<file path="src/rtl/wsp_pkg.sv">
// shared constants, codes and helpers of the writable shard picker
package wsp_pkg;

   localparam int MAX_SHARDS  = 64;
   localparam int PROBE_LIMIT = 16;
   localparam int COUNT_W     = 7;
   localparam int SHARD_W     = $clog2(MAX_SHARDS);
   localparam int PROBE_W     = $clog2(PROBE_LIMIT + 1);
   localparam int HASH_W      = 64;
   localparam int MOD_BITS    = 8;
   localparam int MOD_STEPS   = HASH_W / MOD_BITS;
   localparam int STEP_W      = $clog2(MOD_STEPS);

   localparam logic [63:0] GOLDEN_STEP = 64'h9e3779b97f4a7c15;
   localparam logic [63:0] MIX_MUL_A   = 64'hbf58476d1ce4e5b9;
   localparam logic [63:0] MIX_MUL_B   = 64'h94d049bb133111eb;
   localparam logic [63:0] SEED_SALT   = 64'h6a09e667f3bcc909;

   // configuration register indexes
   localparam logic [1:0] CSR_SHARD_COUNT   = 2'd0;
   localparam logic [1:0] CSR_WRITABLE_MASK = 2'd1;
   localparam logic [1:0] CSR_DRAINING_MASK = 2'd2;

   typedef enum logic [1:0] {
      PATH_PREF  = 2'd0,
      PATH_PROBE = 2'd1,
      PATH_SCAN  = 2'd2,
      PATH_NONE  = 2'd3
   } path_type;

   function automatic logic usable(input logic [SHARD_W-1:0] s,
                                   input logic [COUNT_W-1:0] cnt,
                                   input logic [MAX_SHARDS-1:0] wmask,
                                   input logic [MAX_SHARDS-1:0] dmask);
      return ({{(COUNT_W-SHARD_W){1'b0}}, s} < cnt) && wmask[s] && !dmask[s];
   endfunction

endpackage

</file>
<file path="src/rtl/writable_shard_picker_unit.sv">
// writable shard picker: preferred shard, splitmix probes, then lowest-index scan
//
//   channel   ports                                   direction
//   req       req_valid req_stall req_key_hash         in (stall out)
//   rsp       rsp_valid rsp_stall rsp_shard_index      out (stall in)
//             rsp_found rsp_pick_path
//   csr       csr_write csr_index csr_data             in
//
// one word at a time: a preferred hit ends after one modulo; each probe runs the
// mixer (on one shared 32x32 multiplier, 3 products per 64-bit multiply), then a
// modulo at 8 bits a cycle; a seed mix comes before the first probe; scan walks
// one shard a cycle.
// reset is synchronous; req_stall stays high from accept until the result is
// loaded in the output register, which holds under rsp_stall.
module writable_shard_picker_unit (
   input  logic                          clock,
   input  logic                          reset,
   input  logic                          req_valid,
   output logic                          req_stall,
   input  logic [wsp_pkg::HASH_W-1:0]    req_key_hash,
   output logic                          rsp_valid,
   input  logic                          rsp_stall,
   output logic [wsp_pkg::COUNT_W-1:0]   rsp_shard_index,
   output logic                          rsp_found,
   output logic [1:0]                    rsp_pick_path,
   input  logic                          csr_write,
   input  logic [1:0]                    csr_index,
   input  logic [63:0]                   csr_data
);
   import wsp_pkg::*;

   typedef enum logic [2:0] {
      ST_IDLE,
      ST_MOD,
      ST_MIX_ADD,
      ST_MIX_MUL,
      ST_SCAN,
      ST_DONE
   } state_type;

   state_type               state_ff;
   logic [COUNT_W-1:0]      shard_count_ff;
   logic [MAX_SHARDS-1:0]   writable_mask_ff;
   logic [MAX_SHARDS-1:0]   draining_mask_ff;

   logic [COUNT_W-1:0]      cnt_ff;
   logic [PROBE_W-1:0]      probes_ff;
   logic [PROBE_W-1:0]      probe_ff;
   logic [STEP_W-1:0]       step_ff;
   logic                    mod_probe_ff;
   logic                    mix_b_ff;
   logic                    first_mix_ff;
   logic [HASH_W-1:0]       div_ff;
   logic [SHARD_W-1:0]      rem_ff;
   logic [HASH_W-1:0]       seed_ff;
   logic [HASH_W-1:0]       op_ff;
   logic [HASH_W-1:0]       acc_ff;
   logic [HASH_W-1:0]       prod_ff;
   logic [SHARD_W-1:0]      scan_ff;

   logic [COUNT_W-1:0]      res_index_ff;
   logic                    res_found_ff;
   path_type                res_path_ff;

   logic                    rsp_valid_ff;
   logic [COUNT_W-1:0]      rsp_index_ff;
   logic                    rsp_found_ff;
   path_type                rsp_path_ff;

   logic [COUNT_W-1:0]      cnt_in;
   logic [SHARD_W-1:0]      rem_in;
   logic [31:0]             mul_a;
   logic [31:0]             mul_b;
   logic [63:0]             mul_const;
   logic [HASH_W-1:0]       mul_sum;
   logic [HASH_W-1:0]       mix_pre;
   logic                    rem_ok;
   logic                    scan_ok;

   assign cnt_in = (shard_count_ff > COUNT_W'(MAX_SHARDS)) ? COUNT_W'(MAX_SHARDS)
                                                            : shard_count_ff;

   // modulo by the shard count, 8 dividend bits a cycle, msb first
   always_comb begin
      logic [SHARD_W-1:0] r;
      logic [SHARD_W:0]   t;
      r = rem_ff;
      for (int k = 0; k < MOD_BITS; k++) begin
         t = {r, div_ff[HASH_W-1-k]};
         if (COUNT_W'(t) >= cnt_ff) begin
            t = t - (SHARD_W+1)'(cnt_ff);
         end
         r = t[SHARD_W-1:0];
      end
      rem_in = r;
   end

   // operand select for the shared multiplier: lo*lo, lo*hi, hi*lo
   assign mul_const = mix_b_ff ? MIX_MUL_B : MIX_MUL_A;
   assign mul_a     = (step_ff == STEP_W'(2)) ? op_ff[63:32] : op_ff[31:0];
   assign mul_b     = (step_ff == STEP_W'(1)) ? mul_const[63:32] : mul_const[31:0];
   assign mul_sum   = acc_ff + {prod_ff[31:0], 32'h0};
   assign mix_pre   = seed_ff + GOLDEN_STEP;

   assign rem_ok  = usable(rem_in, cnt_ff, writable_mask_ff, draining_mask_ff);
   assign scan_ok = usable(scan_ff, cnt_ff, writable_mask_ff, draining_mask_ff);

   always_ff @(posedge clock) begin
      if (reset) begin
         state_ff         <= ST_IDLE;
         rsp_valid_ff     <= 1'b0;
         shard_count_ff   <= COUNT_W'(1);
         writable_mask_ff <= '0;
         draining_mask_ff <= '0;
      end else begin
         if (csr_write) begin
            unique case (csr_index)
               CSR_SHARD_COUNT:   shard_count_ff   <= csr_data[COUNT_W-1:0];
               CSR_WRITABLE_MASK: writable_mask_ff <= csr_data;
               CSR_DRAINING_MASK: draining_mask_ff <= csr_data;
               default: ;
            endcase
         end

         if (rsp_valid_ff && !rsp_stall && state_ff != ST_DONE) begin
            rsp_valid_ff <= 1'b0;
         end

         unique case (state_ff)
            ST_IDLE: begin
               if (req_valid) begin
                  cnt_ff       <= cnt_in;
                  probes_ff    <= (cnt_in < COUNT_W'(PROBE_LIMIT)) ? PROBE_W'(cnt_in)
                                                                   : PROBE_W'(PROBE_LIMIT);
                  probe_ff     <= '0;
                  seed_ff      <= req_key_hash ^ SEED_SALT;
                  div_ff       <= req_key_hash;
                  rem_ff       <= '0;
                  step_ff      <= '0;
                  mod_probe_ff <= 1'b0;
                  if (cnt_in == '0) begin
                     res_index_ff <= '0;
                     res_found_ff <= 1'b0;
                     res_path_ff  <= PATH_NONE;
                     state_ff     <= ST_DONE;
                  end else begin
                     state_ff <= ST_MOD;
                  end
               end
            end
            ST_MOD: begin
               div_ff  <= div_ff << MOD_BITS;
               rem_ff  <= rem_in;
               step_ff <= step_ff + STEP_W'(1);
               if (step_ff == STEP_W'(MOD_STEPS - 1)) begin
                  if (rem_ok) begin
                     res_index_ff <= COUNT_W'(rem_in);
                     res_found_ff <= 1'b1;
                     res_path_ff  <= mod_probe_ff ? PATH_PROBE : PATH_PREF;
                     state_ff     <= ST_DONE;
                  end else if (!mod_probe_ff) begin
                     // seed mix before the first probe
                     first_mix_ff <= 1'b1;
                     state_ff     <= ST_MIX_ADD;
                  end else if (probe_ff + PROBE_W'(1) == probes_ff) begin
                     scan_ff  <= '0;
                     state_ff <= ST_SCAN;
                  end else begin
                     probe_ff <= probe_ff + PROBE_W'(1);
                     state_ff <= ST_MIX_ADD;
                  end
               end
            end
            ST_MIX_ADD: begin
               op_ff    <= mix_pre ^ (mix_pre >> 30);
               mix_b_ff <= 1'b0;
               step_ff  <= '0;
               state_ff <= ST_MIX_MUL;
            end
            ST_MIX_MUL: begin
               prod_ff <= mul_a * mul_b;
               case (step_ff)
                  STEP_W'(1): acc_ff <= prod_ff;
                  STEP_W'(2): acc_ff <= mul_sum;
                  default: ;
               endcase
               if (step_ff == STEP_W'(3)) begin
                  step_ff <= '0;
                  if (!mix_b_ff) begin
                     op_ff    <= mul_sum ^ (mul_sum >> 27);
                     mix_b_ff <= 1'b1;
                  end else begin
                     seed_ff <= mul_sum ^ (mul_sum >> 31);
                     if (first_mix_ff) begin
                        first_mix_ff <= 1'b0;
                        state_ff     <= ST_MIX_ADD;
                     end else begin
                        div_ff       <= mul_sum ^ (mul_sum >> 31);
                        rem_ff       <= '0;
                        mod_probe_ff <= 1'b1;
                        state_ff     <= ST_MOD;
                     end
                  end
               end else begin
                  step_ff <= step_ff + STEP_W'(1);
               end
            end
            ST_SCAN: begin
               scan_ff <= scan_ff + SHARD_W'(1);
               if (scan_ok) begin
                  res_index_ff <= COUNT_W'(scan_ff);
                  res_found_ff <= 1'b1;
                  res_path_ff  <= PATH_SCAN;
                  state_ff     <= ST_DONE;
               end else if (COUNT_W'(scan_ff) == cnt_ff - COUNT_W'(1)) begin
                  res_index_ff <= cnt_ff;
                  res_found_ff <= 1'b0;
                  res_path_ff  <= PATH_NONE;
                  state_ff     <= ST_DONE;
               end
            end
            ST_DONE: begin
               if (!rsp_valid_ff || !rsp_stall) begin
                  rsp_valid_ff <= 1'b1;
                  rsp_index_ff <= res_index_ff;
                  rsp_found_ff <= res_found_ff;
                  rsp_path_ff  <= res_path_ff;
                  state_ff     <= ST_IDLE;
               end
            end
            default: state_ff <= ST_IDLE;
         endcase
      end
   end

   assign req_stall       = (state_ff != ST_IDLE);
   assign rsp_valid       = rsp_valid_ff;
   assign rsp_shard_index = rsp_index_ff;
   assign rsp_found       = rsp_found_ff;
   assign rsp_pick_path   = rsp_path_ff;

`ifndef SYNTHESIS
   // found word never carries the none path, and a miss always does
   a_found_path: assert property (@(posedge clock) disable iff (reset)
      rsp_valid |-> (rsp_found == (rsp_pick_path != PATH_NONE)))
      else $error("found flag and pick path disagree");

   // a found shard is always inside the shard range
   a_found_range: assert property (@(posedge clock) disable iff (reset)
      (rsp_valid && rsp_found) |-> (rsp_shard_index < COUNT_W'(MAX_SHARDS)))
      else $error("found shard out of range");

   // probe counter never runs past the probe limit
   a_probe_limit: assert property (@(posedge clock) disable iff (reset)
      (state_ff != ST_IDLE && state_ff != ST_DONE) |-> (probe_ff < probes_ff))
      else $error("probe counter past limit");

   // multiplier sequence uses only four steps
   a_mul_steps: assert property (@(posedge clock) disable iff (reset)
      (state_ff == ST_MIX_MUL) |-> (step_ff <= STEP_W'(3)))
      else $error("multiply step out of range");

   // a word is only loaded from the done state
   a_load_done: assert property (@(posedge clock) disable iff (reset)
      ($rose(rsp_valid) && !$past(reset)) |-> ($past(state_ff) == ST_DONE))
      else $error("result word loaded outside done state");
`endif

endmodule

</file>
<file path="config.mk">
export PLATFORM = sky130hd
export DESIGN_NAME = writable_shard_picker_unit
export DESIGN_NICKNAME = d
export VERILOG_FILES = /design/src/rtl/wsp_pkg.sv /design/src/rtl/writable_shard_picker_unit.sv
export SDC_FILE = /design/constraint.sdc
export NUM_CORES = 2
export LEC_CHECK = 0
export ABC_AREA = 1
export BUFFER_PORTS_ARGS = -buffer_cell sky130_fd_sc_hd__buf_2
export CORE_MARGIN = 2
export CORE_UTILIZATION = 30
export CTS_BUF_LIST = sky130_fd_sc_hd__clkbuf_8
export CTS_CLUSTER_DIAMETER = 100
export DETAILED_ROUTE_END_ITERATION = 10
export PLACE_DENSITY = 0.49
export SETUP_SLACK_MARGIN = 0.05
export SLEW_MARGIN = 20
export SYNTH_ARGS = -nofsm -noshare
export SYNTH_HDL_FRONTEND = slang
export SYNTH_SLANG_ARGS = --single-unit
</file>
<file path="constraint.sdc">
create_clock -name clock -period 33.8 [get_ports clock]
set_input_delay 5.07 -clock clock [delete_from_list [all_inputs] [get_ports clock]]
set_output_delay 5.07 -clock clock [all_outputs]
set_load 0.1 [all_outputs]
</file>
* Yosys cells after proc, flatten, opt, wreduce, memory -nomap -nowiden *
Cells that the tools add are included.

storage, ports and cells
  flip-flop bits (word level) = 514
  output and inout port bits = 12
  word-level logic and storage cells = 233

operators by class
  add/sub/neg operators = 14
  $mul = 1
  magnitude comparators = 14
  eq/ne operators = 29
  muxes and demuxes = 103
  bitwise gates (word level) = 5
  reduce and logical (&&, ||, !) cells = 42

operator list
  cell                    count
  $mux 64                 9
  $pmux 64 s2             3
  $pmux 64 s3             1
  $mux 6                  16
  $add 64x64->64          1
  $add 64x64->64 const B  1
  $mul 32x32->64          1
  $mux 32                 2
  $xor 64x33->64          1
  $xor 64x34->64          1
  $xor 64x37->64          1
  $mux 62                 1
  $ge 7x7->1              8
  $mux 7                  7
  $sub 6x6->6             8
  $mux 3                  13
  $not 33->33             1
  $ne 2x2->1 const B      14
  $mux 5                  5
  $bmux 1 s6              4
  $mux 1                  24
  $reduce_and 6->1        4
  $pmux 7 s3              1
  $reduce_and 7->1        3
  39 further kinds        78

* Longest topological paths before layout *
  word-level depth = 23
  mapped depth = 95
  depth with buffers taken out = 93

* Least setup slack after synthesis *
No wires, ideal clock.

  path type = register -> register
  start point = register cnt_ff[1]
  end point = register res_found_ff, enable pin
  library setup time = 0.393 ns
  arrival time = 12.120 ns
  setup slack = 21.286 ns
  stages on the path, launching flop included = 84
  path buffers = 2
  cell sequence = edfxtp_1 > inv_1 > ha_1 > nand2_1 > o21ai_1 > a21oi_1 > o21bai_1 > nand2_1 > nand2_1 > a21o_1 > buf_4 > nor2_1 > a21oi_1 > ha_1 > a21oi_1 > o21ai_2 > nand4_1 > o2111ai_1 > (+48 left out) > nand3_1 > nand2_1 > inv_1 > ha_1 > nand2_1 > nand2_1 > a21oi_1 > nand3_4 > inv_2 > nand3_1 > nand2_1 > buf_4 > ha_1 > a21oi_1 > a21oi_1 > a221oi_1 > nand4_1 > a211oi_1

between the ends
  word-level cells in the longest chain between the ends = 22
  elaborated cells between the ends (all ways) = 40
  classes of those cells = add/sub (9); order compare (10); eq/ne (3); mux (12); reduce/logical (6)

RTL lines
  item                                                  RTL line                                                            text
  start, declared                                       writable_shard_picker_unit.sv:46                                    logic [COUNT_W-1:0] cnt_ff;
  start signal, assigned                                writable_shard_picker_unit.sv:132                                   cnt_ff <= cnt_in;
  $sub 6x6->6 or $ge 7x7->1 (tied branches)             writable_shard_picker_unit.sv:91, writable_shard_picker_unit.sv:90
  $mux 6                                                writable_shard_picker_unit.sv:90                                    if (COUNT_W'(t) >= cnt_ff) begin
  $sub 6x6->6 or $ge 7x7->1 (tied branches)             writable_shard_picker_unit.sv:91, writable_shard_picker_unit.sv:90
  $mux 6                                                writable_shard_picker_unit.sv:90
  $sub 6x6->6 or $ge 7x7->1 (tied branches)             writable_shard_picker_unit.sv:91, writable_shard_picker_unit.sv:90
  $mux 6                                                writable_shard_picker_unit.sv:90
  $sub 6x6->6 or $ge 7x7->1 (tied branches)             writable_shard_picker_unit.sv:91, writable_shard_picker_unit.sv:90
  $mux 6                                                writable_shard_picker_unit.sv:90
  (+7 left out)                                         --
  $mux 6 (*)                                            writable_shard_picker_unit.sv:90
  net rem_in[2]                                         writable_shard_picker_unit.sv:71                                    logic [SHARD_W-1:0] rem_in;
  $bmux 1 s6                                            wsp_pkg.sv:35                                                       return ({{(COUNT_W-SHARD_W){1'b0}}, s} < cnt) && wmask[s] && !dmask[s];
  $mux 1 (implied by the code)                          wsp_pkg.sv:35
  $logic_and 1x1->1 or $logic_not 1->1 (tied branches)  wsp_pkg.sv:35
  $logic_and 1x1->1 (*)                                 wsp_pkg.sv:35
  $ne 2x2->1 (no source line) (*)                       --
  $reduce_and 7->1 (no source line) (*)                 --
  end signal, assigned                                  writable_shard_picker_unit.sv:143                                   res_found_ff <= 1'b0;
  end signal, assigned                                  writable_shard_picker_unit.sv:158                                   res_found_ff <= 1'b1;
  end signal, assigned                                  writable_shard_picker_unit.sv:212                                   res_found_ff <= 1'b1;
  end, declared                                         writable_shard_picker_unit.sv:62                                    logic res_found_ff;

Mark *: on every way through the listed nets, which the timed path passes. The rest lies on a longest branch. The select of a mux whose other input is x is not followed.
A chain may end at the register's enable or synchronous reset.

* Final worst setup path *
  start point = register cnt_ff[2]
  end point = register res_index_ff[2], enable pin

between the ends
  word-level cells in the longest chain between the ends = 22
  elaborated cells between the ends (all ways) = 40
  classes of those cells = add/sub (9); order compare (10); eq/ne (3); mux (12); reduce/logical (6)

RTL lines
  item                                                  RTL line                                                            text
  $sub 6x6->6 or $ge 7x7->1 (tied branches)             writable_shard_picker_unit.sv:91, writable_shard_picker_unit.sv:90
  $mux 6                                                writable_shard_picker_unit.sv:90
  $sub 6x6->6 or $ge 7x7->1 (tied branches)             writable_shard_picker_unit.sv:91, writable_shard_picker_unit.sv:90
  $mux 6                                                writable_shard_picker_unit.sv:90
  $sub 6x6->6 or $ge 7x7->1 (tied branches)             writable_shard_picker_unit.sv:91, writable_shard_picker_unit.sv:90
  $mux 6                                                writable_shard_picker_unit.sv:90
  $sub 6x6->6 or $ge 7x7->1 (tied branches)             writable_shard_picker_unit.sv:91, writable_shard_picker_unit.sv:90
  $mux 6                                                writable_shard_picker_unit.sv:90
  (+6 left out)                                         --
  $sub 6x6->6 or $ge 7x7->1 (tied branches)             writable_shard_picker_unit.sv:91, writable_shard_picker_unit.sv:90
  $mux 6                                                writable_shard_picker_unit.sv:90
  $bmux 1 s6                                            wsp_pkg.sv:35
  $mux 1 (implied by the code)                          wsp_pkg.sv:35
  $logic_and 1x1->1 or $logic_not 1->1 (tied branches)  wsp_pkg.sv:35
  $logic_and 1x1->1                                     wsp_pkg.sv:35
  $ne 2x2->1 (no source line)                           --
  $reduce_and 7->1 (no source line) (*)                 --
  end signal, assigned                                  writable_shard_picker_unit.sv:157                                   res_index_ff <= COUNT_W'(rem_in);
  end signal, assigned                                  writable_shard_picker_unit.sv:211                                   res_index_ff <= COUNT_W'(scan_ff);
  end signal, assigned                                  writable_shard_picker_unit.sv:216                                   res_index_ff <= cnt_ff;
  end, declared                                         writable_shard_picker_unit.sv:61                                    logic [COUNT_W-1:0] res_index_ff;

Mark *: on every way between the ends. The rest lies on a longest branch, timed or not. The select of a mux whose other input is x is not followed.

==> impl_metrics.ini <==
[global_routing]
grt_max_degree = 177
antenna_found_initial = 6
grt_pass1_vias = 48400
use_met3_pct = 2.70
top_usage_layer = met2
overflow = 0
use_met1_pct = 29.6
grt_pass1_wl_um = 323000
grtUsageTotal_pct = 21.9
grtUsageMet2_pct = 35.7

[detailed_routing]
num_vias = 47100
drt_pass1_iterations = 6
wl_per_cell_um = 22.7
drt_iter0_drc = 3860
viasPerCell = 4.88
drt-total-wl_um = 219000
antenna_left = 0
drc = 0

[timing]
rsz0062_at_grt = false
max_slew_margin_pct = 26.7
max_slew.worst_pin.slew_ps = 1100
hold_violations = 0
setup_viol = 0
fin_crit_ps = 14780
fin_setup_tns_ps = 0
final-max-slew-violation-count = 0
fmax_mhz = 67.7
clock_skew_ps = 48.1
min_period_over_period_pct = 43.7

[logic_synthesis]
synth_top_area_share_pct = 28.6
yosys-top-cells-area = fa_1, edfxtp_1, ha_1, inv_1, nand2_1
synth.most_common_cell = inv_1
ys.flop_type = edfxtp_1
synth.largest_area_cell = fa_1
synth_cell_type_count = 60
synth_area_per_cell_um2 = 8.61
syn_nets = 8268
yosysSeqAreaShare_pct = 23.8
synth-seq-cells = 514
ys_warn_count = 0
synth_common_cells = inv_1, nand2_1, fa_1, nor2_1, o21ai_0
synthCells = 6857
syn_area_um2 = 59000
synth-edff-count = 375
async_flop_share_pct = 0

[layout]
fill_cells = 20600
syn_to_final_growth_pct = 9.10
drive_above_1_share_pct = 6.56
final_area_um2 = 64400
final_nets = 8355

[cts]
cts_resized = 0
clockRootBuffer = clkbuf_8
clock_latency_ps = 780
cts_sinks = 514
postCtsSetupRepairBufs = 0
cts_tree = done
numCtsBuffers = 81
cts_hold_buf = 0
clk_pin_slew_ps = 70
clockBufferDepth = 3
cts_htree_levels = 3

[floorplanning]
initial_core_util_pct = 30.2
die_area_um2 = 200000
fp-row-count = 162
coreArea_um2 = 195000
die_w_um = 448
ioPinCount = 147
die_h_um = 448

[setup_path]
start_kind = flip-flop
cpPeakStageDelay_ps = 750
cp.arrival_ps = 15160
crit_path_frequent_cell = nand2_1
endpoint_kind = flip-flop
worstPathRequired_ps = 34190
path_buf_inv = 15
cp_top_family = simple AND/OR/NAND/NOR gates
critPathMaxFanout = 13
slowest_stage = a211oi_2
path_class = flip-flop to flip-flop

[placed_design]
hpwlAfterDp_um = 179000
place.gp.congestion = 0.937
io_buffers = 146
placed_area_um2 = 62800

[status]
outcome = completed

[run]
drv_cap = 0

[hold_path]
hold_path.class = flip-flop to flip-flop
==> cells in the final DEF, fill, tap and decap left out, drive strengths merged, types with 7 or more instances in the layout <==
cell type and instances:
inv 1421, nand2 1077, fa 842, nor2 740, o21ai 501, ha 434
a21oi 379, edfxtp 375, nand3 246, buf 223, xor2 146, dfxtp 139
clkbuf 89, xnor2 61, or2 58, clkinv 38, a31oi 33, nor3 27
a22oi 26, nand4 24, o211ai 23, a21boi 12, a21o 11, o21a 10
nor4 10, o22ai 9, o2111ai 7, o21bai 7
==> worst reg2reg max path, delay by kind of cell (launching register included) <==
family / cells / cell delay, ps
AND/OR/NAND/NOR: 39 / 4770
adder cells (fa/ha/maj): 9 / 3040
flip-flops: 1 / 410
AO/OA/AOI/OAI: 18 / 4240
buffers and inverters: 15 / 1900
==> state kept, by name (all words and copies together), names as in the netlist, 64 cells and up <==
name              flops
writable_mask_ff     64
acc_ff               64
op_ff                64
prod_ff              64
div_ff               64
seed_ff              64
draining_mask_ff     64
==> metal layers <==
| layer | wire [um] | part of all wire, % |
|---|---|---|
| met5 | 0 | 0 |
| met4 | 9040 | 4.1 |
| met3 | 12400 | 5.6 |
| met2 | 102000 | 47 |
| met1 | 95500 | 44 |
==> path summary, 6_finish.rpt <==
kind,startpoint,to,slack (ps),depth (start not counted)
worst max-delay path,cnt_ff[2],res_index_ff[2],19020,81
worst min-delay path,res_index_ff[6],rsp_shard_index[6],420,0
worst max register to register,cnt_ff[2],res_index_ff[2],19020,81
worst min register to register,res_index_ff[6],rsp_shard_index[6],420,0
==> final cells by class <==
cell class	instances	area [um^2]	area share, %
clock inverters	62	375	0.583
diodes	6	15.0	0.0233
flip-flops and latches	514	14000	21.8
multi-input cells	4722	38900	60.4
well taps	2624	3280	5.10
clock buffers	89	1220	1.90
repair buffers	223	1320	2.05
inverters	1402	5270	8.18
==> cell families after synthesis <==
| logic type | after synthesis | share of synthesized area [%] |
|---|---|---|
| fa+ha+maj | 1276 | 37.8 |
| buf+inv | 1621 | 10.5 |
| xor+xnor | 207 | 3.07 |
| flops | 514 | 23.8 |
| compound gates | 1046 | 9.64 |
| simple gates | 2193 | 15.2 |
==> through the flow <==
stage | std cells | hold WS [ps] | util (%) | setup slack, ps
after floorplan | 6857 | 400 | - | 21290
after global placement | 9485 | 411 | 32.2 | 19250
after detailed placement | 9485 | 409 | 32.2 | 19050
after CTS | 9636 | 425 | 33.0 | 18990
after global routing | 9637 | 429 | 33.0 | 17200
final | 9642 | 421 | 33.0 | 19020
Power is not shown: default switching activity piles up to over one toggle a cycle in this logic, so the estimate is an artifact.
